## config.mk

```make
export PLATFORM = sky130hd
export DESIGN_NAME = ili_seq
export DESIGN_NICKNAME = d
export VERILOG_FILES = /design/src/design/ili_pkg.sv /design/src/design/ili_seq.sv
export SDC_FILE = /design/constraint.sdc
export NUM_CORES = 1
export LEC_CHECK = 0
export BUFFER_PORTS_ARGS = -buffer_cell sky130_fd_sc_hd__buf_4
export CORE_ASPECT_RATIO = 1.25
export CORE_MARGIN = 4
export CORE_UTILIZATION = 59
export DETAILED_ROUTE_END_ITERATION = 10
export PLACE_DENSITY = 0.86
export SKIP_LAST_GASP = 1
export SLEW_MARGIN = 30
export SYNTH_ARGS = -nofsm -noshare
export SYNTH_HDL_FRONTEND = slang
export SYNTH_SLANG_ARGS = --single-unit
export TNS_END_PERCENT = 20
```

## constraint.sdc

```tcl
create_clock -name clk -period 7.5 [get_ports clk]
set_clock_uncertainty 0.1 [all_clocks]
set_input_delay 0.75 -clock clk [delete_from_list [all_inputs] [get_ports clk]]
set_output_delay 0.75 -clock clk [all_outputs]
set_load 0.02 [all_outputs]
```

## src/design/ili_pkg.sv

```systemverilog
`timescale 1ns / 1ps
// ili_pkg: shared constants, codes and types of the indexed list store
// no dependencies; used by the interfaces and every module of the block

package ili_pkg;

	localparam int CAPACITY = 1024;
	localparam int AW       = $clog2(CAPACITY);
	localparam int CW       = $clog2(CAPACITY + 1);
	localparam int PW       = 16;
	localparam int DW       = 32;

	typedef enum logic [1:0] {
		REQ_READ   = 2'd0,
		REQ_INSERT = 2'd1,
		REQ_APPEND = 2'd2,
		REQ_DELETE = 2'd3
	} req_kind_t;

	typedef enum logic [1:0] {
		STAT_DONE  = 2'd0,
		STAT_RANGE = 2'd1,
		STAT_FULL  = 2'd2
	} stat_t;

	typedef enum logic [2:0] {
		S_IDLE,
		S_READ,
		S_MOVE,
		S_PUT,
		S_REPLY
	} seq_state_t;

	// one port set of the value store
	typedef struct packed {
		logic          we;
		logic [AW-1:0] waddr;
		logic [DW-1:0] wdata;
		logic [AW-1:0] raddr;
	} mem_req_t;

	// finished result handed from the sequencer to the output register
	typedef struct packed {
		logic                 done;
		logic signed [DW-1:0] read_value;
		logic [1:0]           status;
		logic [CW-1:0]        count_after;
	} seq_res_t;

endpackage

```

## src/design/ili_seq.sv

```systemverilog
`timescale 1ns / 1ps
// ili_seq: request decode, entry count and the one-entry-a-cycle move sequencer
// depends on ili_pkg; drives the port set of ili_store

module ili_seq (
	input  logic                          clk,
	input  logic                          arst_n,
	input  logic                          fire,
	input  logic [1:0]                    req_type,
	input  logic signed [ili_pkg::PW-1:0] position,
	input  logic signed [ili_pkg::DW-1:0] value,
	input  logic                          slot_free,
	input  logic [ili_pkg::DW-1:0]        rdata,
	output logic                          idle,
	output ili_pkg::mem_req_t             mreq,
	output ili_pkg::seq_res_t             res
);
	import ili_pkg::*;

	seq_state_t    state_q, state_nxt;
	req_kind_t     kind_q, kind_nxt;
	logic [CW-1:0] count_q, count_nxt;
	logic [CW-1:0] remain_q, remain_nxt;
	logic [AW-1:0] ptr_q, ptr_nxt;
	logic [AW-1:0] wa_q, wa_nxt;
	logic [AW-1:0] at_q, at_nxt;
	logic          pend_q, pend_nxt;
	logic [DW-1:0] value_q, value_nxt;
	logic [DW-1:0] rval_q, rval_nxt;
	logic [1:0]    stat_q, stat_nxt;

	logic          pos_neg, in_range, beyond, full;
	logic [PW-1:0] pos_ext, cnt_ext;
	logic [AW-1:0] pos_a, at_sel;
	logic [CW-1:0] cnt_m1;

	assign pos_neg  = position[PW-1];
	assign pos_ext  = {1'b0, position[PW-2:0]};
	assign cnt_ext  = PW'(count_q);
	assign in_range = !pos_neg && (pos_ext < cnt_ext);
	assign beyond   = !pos_neg && (pos_ext > cnt_ext);
	assign full     = (count_q == CW'(CAPACITY));
	assign pos_a    = position[AW-1:0];
	assign cnt_m1   = count_q - CW'(1);

	always_ff @(posedge clk or negedge arst_n) begin
		if (!arst_n) begin
			state_q  <= S_IDLE;
			count_q  <= '0;
			remain_q <= '0;
			pend_q   <= 1'b0;
		end else begin
			state_q  <= state_nxt;
			count_q  <= count_nxt;
			remain_q <= remain_nxt;
			pend_q   <= pend_nxt;
		end
	end

	always_ff @(posedge clk) begin
		kind_q  <= kind_nxt;
		ptr_q   <= ptr_nxt;
		wa_q    <= wa_nxt;
		at_q    <= at_nxt;
		value_q <= value_nxt;
		rval_q  <= rval_nxt;
		stat_q  <= stat_nxt;
	end

	always_comb begin
		state_nxt  = state_q;
		kind_nxt   = kind_q;
		count_nxt  = count_q;
		remain_nxt = remain_q;
		ptr_nxt    = ptr_q;
		wa_nxt     = wa_q;
		at_nxt     = at_q;
		pend_nxt   = pend_q;
		value_nxt  = value_q;
		rval_nxt   = rval_q;
		stat_nxt   = stat_q;
		at_sel     = pos_neg ? '0 : pos_a;
		idle       = 1'b0;
		mreq.we    = 1'b0;
		mreq.waddr = wa_q;
		mreq.wdata = rdata;
		mreq.raddr = ptr_q;
		res.done        = 1'b0;
		res.read_value  = rval_q;
		res.status      = stat_q;
		res.count_after = count_q;

		unique case (state_q)
			S_IDLE: begin
				idle       = 1'b1;
				mreq.raddr = pos_a;
				if (fire) begin
					kind_nxt  = req_kind_t'(req_type);
					value_nxt = value;
					rval_nxt  = '0;
					stat_nxt  = STAT_DONE;
					pend_nxt  = 1'b0;
					unique case (req_kind_t'(req_type))
						REQ_READ: begin
							if (in_range) begin
								state_nxt = S_READ;
							end else begin
								rval_nxt  = '1;
								stat_nxt  = STAT_RANGE;
								state_nxt = S_REPLY;
							end
						end
						REQ_INSERT, REQ_APPEND: begin
							if (req_kind_t'(req_type) == REQ_APPEND) begin
								at_sel = count_q[AW-1:0];
							end
							if (req_kind_t'(req_type) == REQ_INSERT && beyond) begin
								stat_nxt  = STAT_RANGE;
								state_nxt = S_REPLY;
							end else if (full) begin
								stat_nxt  = STAT_FULL;
								state_nxt = S_REPLY;
							end else begin
								// tail entries move up one place, last one first
								at_nxt     = at_sel;
								ptr_nxt    = cnt_m1[AW-1:0];
								remain_nxt = count_q - CW'(at_sel);
								count_nxt  = count_q + CW'(1);
								state_nxt  = S_MOVE;
							end
						end
						REQ_DELETE: begin
							if (in_range) begin
								// entries above the gap move down, nearest first
								ptr_nxt    = pos_a + AW'(1);
								remain_nxt = cnt_m1 - CW'(pos_a);
								count_nxt  = cnt_m1;
								state_nxt  = S_MOVE;
							end else begin
								stat_nxt  = STAT_RANGE;
								state_nxt = S_REPLY;
							end
						end
						default: state_nxt = S_REPLY;
					endcase
				end
			end
			S_READ: begin
				rval_nxt  = rdata;
				state_nxt = S_REPLY;
			end
			S_MOVE: begin
				// write back the entry read last cycle while fetching the next
				mreq.we = pend_q;
				if (remain_q != '0) begin
					remain_nxt = remain_q - CW'(1);
					pend_nxt   = 1'b1;
					if (kind_q == REQ_DELETE) begin
						wa_nxt  = ptr_q - AW'(1);
						ptr_nxt = ptr_q + AW'(1);
					end else begin
						wa_nxt  = ptr_q + AW'(1);
						ptr_nxt = ptr_q - AW'(1);
					end
				end else begin
					pend_nxt  = 1'b0;
					state_nxt = (kind_q == REQ_DELETE) ? S_REPLY : S_PUT;
				end
			end
			S_PUT: begin
				mreq.we    = 1'b1;
				mreq.waddr = at_q;
				mreq.wdata = value_q;
				state_nxt  = S_REPLY;
			end
			S_REPLY: begin
				if (slot_free) begin
					res.done  = 1'b1;
					state_nxt = S_IDLE;
				end
			end
			default: state_nxt = S_IDLE;
		endcase
	end

endmodule

```

After elaboration in Yosys (flattened, before gate mapping)
Cells that the tools add are included.
{"block": "op_classes", "add_sub_neg": 8, "n_mul": 0, "n_div": 0, "order_cmp": 2, "eq_ne": 20, "shift": 0, "mux": 52, "bitwise_logic": 2, "reduce_logical": 21}
{"op": "two-way mux 10 bit", "count": 13}
{"op": "two-way mux 32 bit", "count": 3}
{"op": "two-way mux 11 bit", "count": 8}
{"op": "case mux 11 bit (2 select lines)", "count": 3}
{"op": "case mux 32 bit (2 select lines)", "count": 1}
{"op": "two-way mux 42 bit", "count": 1}
{"op": "case mux 10 bit (2 select lines)", "count": 2}
{"op": "two-way mux 3 bit", "count": 8}
{"op": "subtractor 11 x 1 -> 11 bit, second input constant", "count": 2}
{"op": "subtractor 11 x 10 -> 11 bit", "count": 2}
{"op": "adder 10 x 1 -> 10 bit, second input constant", "count": 2}
{"op": "greater-than comparator 15 x 11 -> 1 bit", "count": 1}
{"op": "less-than comparator 15 x 11 -> 1 bit", "count": 1}
{"op": "inequality test 2 bit, second input constant", "count": 7}
{"op": "case mux 3 bit (4 select lines)", "count": 1}
{"op": "adder 11 x 1 -> 11 bit, second input constant", "count": 1}
{"op": "== test 11 bit, second input constant", "count": 1}
{"op": "nonzero test 11 bit", "count": 1}
{"op": "subtractor 10 x 1 -> 10 bit, second input constant", "count": 1}
{"op": "inequality test 3 bit, second input constant", "count": 3}
{"op": "case mux 3 bit (3 select lines)", "count": 1}
{"op": "AND reduction 2 bit", "count": 4}
{"op": "AND reduction 7 bit", "count": 1}
{"op": "== test 2 bit, second input constant", "count": 3}
{"op": "19 further kinds", "count": 34}
{"block": "totals", "regBits": 124, "latch_bits": 0, "ram_bits": 0, "romBits": 0, "inputBits": 86, "out_inout_bits": 100, "elab_cells": 116, "memories": 0}

Longest topological paths before layout
{"block": "logic_depth", "ltp_word": 11, "depth_mapped": 14, "depth_no_buf": 13}

Least setup slack after synthesis
OpenSTA, ideal clock, no wires.
{"block": "synth_path", "path_kind": "input -> register", "start": "input req_type[0]", "end": "register remain_q[8]", "setup_time_ns": 0.078, "arrival_ns": 3.442, "required_time_ns": 7.322, "path_slack_ns": 3.880, "stages": 14, "path_buffers": 2, "path_cell_list": "inv_1 -> ha_1 -> clkbuf_1 -> clkbuf_1 -> a22o_1 -> ha_1 -> fa_1 -> nor2b_1 -> o31a_1 -> o31a_1 -> o31a_1 -> a2111oi_0 -> nor3_1 -> o2bb2ai_1"}
{"block": "synth_via", "elab_chain_len": 11, "word_cells_on_any_way": 20, "cone_classes": "add/sub (1); eq/ne (7); mux (9); reduce/logical (3)"}
{"item": "start: declaration", "line": "ili_seq.sv:9", "rtl": "input logic [1:0] req_type,"}
{"item": "== test 2 bit", "line": "ili_seq.sv:103, ili_seq.sv:114"}
{"item": "two-way mux 10 bit", "line": "ili_seq.sv:114", "rtl": "if (req_kind_t'(req_type) == REQ_APPEND) begin"}
{"item": "two-way mux 10 bit", "line": "ili_seq.sv:103", "rtl": "unique case (req_kind_t'(req_type))"}
{"item": "two-way mux 10 bit", "line": "ili_seq.sv:97", "rtl": "if (fire) begin"}
{"item": "two-way mux 10 bit", "line": "ili_seq.sv:93", "rtl": "unique case (state_q)"}
{"item": "subtractor 11 x 10 -> 11 bit", "line": "ili_seq.sv:127", "rtl": "remain_nxt = count_q - CW'(at_sel);"}
{"item": "two-way mux 11 bit", "line": "ili_seq.sv:120", "rtl": "end else if (full) begin"}
{"item": "two-way mux 11 bit", "line": "ili_seq.sv:117", "rtl": "if (req_kind_t'(req_type) == REQ_INSERT && beyond) begin"}
{"item": "case mux 11 bit (2 select lines)", "line": "ili_seq.sv:103"}
{"item": "two-way mux 11 bit", "line": "ili_seq.sv:97"}
{"item": "case mux 11 bit (2 select lines)", "line": "ili_seq.sv:93"}
{"item": "end signal: assignment", "line": "ili_seq.sv:55", "rtl": "remain_q <= remain_nxt;"}
{"item": "end: declaration", "line": "ili_seq.sv:23", "rtl": "logic [CW-1:0] remain_q, remain_nxt;"}
Several ways; a longest one is shown, not always the timed one. The select of a mux whose other input is x is not followed.
A chain may end at the register's enable or synchronous reset.

Worst setup path in the final report
{"block": "layout_path", "start": "register count_q[1]", "end": "register remain_q[10]"}
{"block": "layout_via", "elab_chain_len": 10, "word_cells_on_any_way": 23, "cone_classes": "add/sub (3); order compare (2); eq/ne (4); mux (10); reduce/logical (4)"}
{"item": "start: declaration", "line": "ili_seq.sv:22", "rtl": "logic [CW-1:0] count_q, count_nxt;"}
{"item": "start signal: assignment", "line": "ili_seq.sv:54", "rtl": "count_q <= count_nxt;"}
{"item": "branches (longest 10 deep; another with subtractor 11 x 1 -> 11 bit)"}
Parallel ways; which one is timed is not known. The select of a mux whose other input is x is not followed.

==> out/qor.txt <==
Max transition margin - 36.1%
clk_lat worst skew - 0.42 ns
Placed Instances - 1,102
setup slack, reg-to-reg - 3.48 ns
crit path capture type - flop
Final Util - 76.3%
RSZ-0062 raised after global routing - no
#FFs+latches synth - 124
top-area cell type share of the netlist area - 36.3%
worst slew pin tran - 0.959 ns
final slew viol count - 0
total grt overflow - 0
dominant cell type by area after synthesis - edfxtp_1
CTS tree - yes
CP endpoint - remain_q[10]
remaining antenna violation count - 0
FP Rows - 47
n_diodes - 0
Mapped Area - 8120 um2
reg2reg path depth - 12
DP HPWL - 17,900 um
Bufs on Longest Clock Path - 2
GRT Resource Usage Total - 31.4%
Synth area leaders - edfxtp_1 36%, dfrtp_1 8.0%, mux2_2 6.9%
Crit path arrival time - 4.22 ns
clock root cell - clkbuf_16
footprint of the multi-input gates - 4180 um2
Hold Violations, Final - 0
Period minus WS final - 4.02 ns
met2 Usage GRT - 53.9%
H-tree Lvls - 4
Synth cell types - 73
setup TNS - 0 ns
syn avg cell area - 10.4 um2
clock slew at reported path FFs - 0.06 ns
FF-to-FF Start - count_q[1]
WP data required - 7.70 ns
Min-Delay Path Class - input pin to asynchronous set/reset pin
number of setup buffers added after CTS - 0
status - complete, no violations
FF-to-FF End - remain_q[10]
area grow syn2layout - 25.5%
port bufs - 185
most frequent cells in the layout - 192 x buf_4, 98 x edfxtp_1, 60 x nand2_1
crit-path max FO - 6
initial antenna violation count - 0
Synth Warn # - 0
WL final - 25,000 um
DIE AREA - 15,700 um2
first-iteration detailed-routing DRC count - 685
leakage - 0.00446 uW
GRT busiest layer - met2
# resized after CTS - 0
drt pass-1 iters - 6
Worst Setup Path Type - flop to flop
Post-synth EDFFs - 98
largest net degree at the start of global routing - 52
Wirelength per Cell - 22.1 um
hold buffer count at CTS - 0
Mapped Cells - 782
CP Launch Point - count_q[1]
flip-flop and latch area - 3590 um2
fin crit share - 53.7%
Pwr Density - 375 nW/um2
Hold WS - 0.152 ns
first-pass GRT wire length - 38,400 um
NumNets Final - 1,079
share of cells above drive strength 1 - 30.9%
clock buffer count from CTS - 17
vias in the first global route - 6,953
CTS Sinks - 124
Die Height - 139 um
IR drop worst, VDD - 0.257 mV
detailed-route DRC error count - 0
fillcell total - 880
met1 usage - 37.0%
Seq/Total Area, Yosys - 44.3%
core area - 13,300 um2
Starting Density - 60.8%
Vias - 7,115
Post-synth top flop - edfxtp_1
synthesized netlist net count - 911
Pwr Total - 3820 uW
met3 Use GR - 8.08%
Worst setup SP type - flop
Finished Layout Cells - 1,133
# setup viols final - 0
Avg Vias per Cell - 6.28
Die Width - 113 um
Async S/R FF share, synth - 21.0%
io pins - 186
Peak Freq - 248 MHz
placer congestion estimate - 1.02
Max-Cap Viols - 0
most common cell after layout, fill and taps aside - buf_4
cells in the mapped netlist, drive strengths merged, types with 14 or more instances:
| master | n |
|---|---|
| xor2 | 14 |
| o211ai | 14 |
| ha | 41 |
| mux2 | 50 |
| a21oi | 28 |
| a21o | 39 |
| dfrtp | 26 |
| nand2 | 61 |
| inv | 49 |
| nor3 | 28 |
| nor2 | 44 |
| o21a | 15 |
| xnor2 | 37 |
| o21ai | 36 |
| clkbuf | 36 |
| nand3 | 19 |
| edfxtp | 98 |
registers in the layout, indices dropped and copies added, names as in the netlist:
name,cells
rval_q,32
value_q,32
count_q,11
remain_q,11
at_q,10
ptr_q,10
wa_q,10
state_q,3
kind_q,2
stat_q,2
pend_q,1
critical path, stage by stage, from the launching register on:
cell and delay (ns):
dfrtp_1 0.46, inv_1 0.24, ha_1 0.27, or3b_1 0.54, xnor2_1 0.25, ha_1 0.40
o21ai_0 0.13, o21ai_0 0.42, a31oi_1 0.13, or4_1 0.53, o211a_1 0.17, mux2i_1 0.17
o211ai_1 0.10
logic make-up after synthesis:
group	Yosys count	share of synthesized area (%)
mux	58	7.92
compound gates	192	16.8
fa+ha+maj	43	6.81
buf+inv	92	4.46
xor+xnor	51	5.50
simple gates	222	14.2
flops	124	44.3
how the worst min path moves through the flow:
stage / startpoint / end / depth (start not counted)
final: arst_n / remain_q[3] / 1
after global routing: arst_n / remain_q[3] / 1
after CTS: arst_n / count_q[6] / 1
after detailed placement: remain_q[8] / remain_q[8] / 1
after global placement: pend_q / pend_q / 1
after floorplan: arst_n / count_q[0] / 0
where the power goes:
group / leakage, uW / switching [uW] / internal, uW
clock: 0.000277 / 320 / 487
sequential: 0.00122 / 224 / 1010
combinational: 0.00296 / 1060 / 729
area by class of cell:
| class | count | share of cell area [%] |
|---|---|---|
| multi-input cells | 566 | 41.0 |
| inverters | 49 | 1.81 |
| clock inverters | 14 | 1.44 |
| well taps | 171 | 2.10 |
| flip-flops and latches | 124 | 35.3 |
| clock buffers | 17 | 4.18 |
| repair buffers | 192 | 14.2 |
metal layers:
metal,vias to the layer above,share of wire (%),wire (um)
li1,3221,-,-
met2,426,51,12700
met3,80,9.2,2310
met5,-,0,0
met1,3388,36,9090
met4,0,3.7,927
stage by stage:
stage | instance area, um2 | setup WS [ns]
after floorplan | 8120 | 3.88
after global placement | 9610 | 3.59
after detailed placement | 9610 | 3.46
after CTS | 10200 | 3.56
after global routing | 10200 | 3.31
final | 10200 | 3.48
Power figures use the tool's default switching activity.
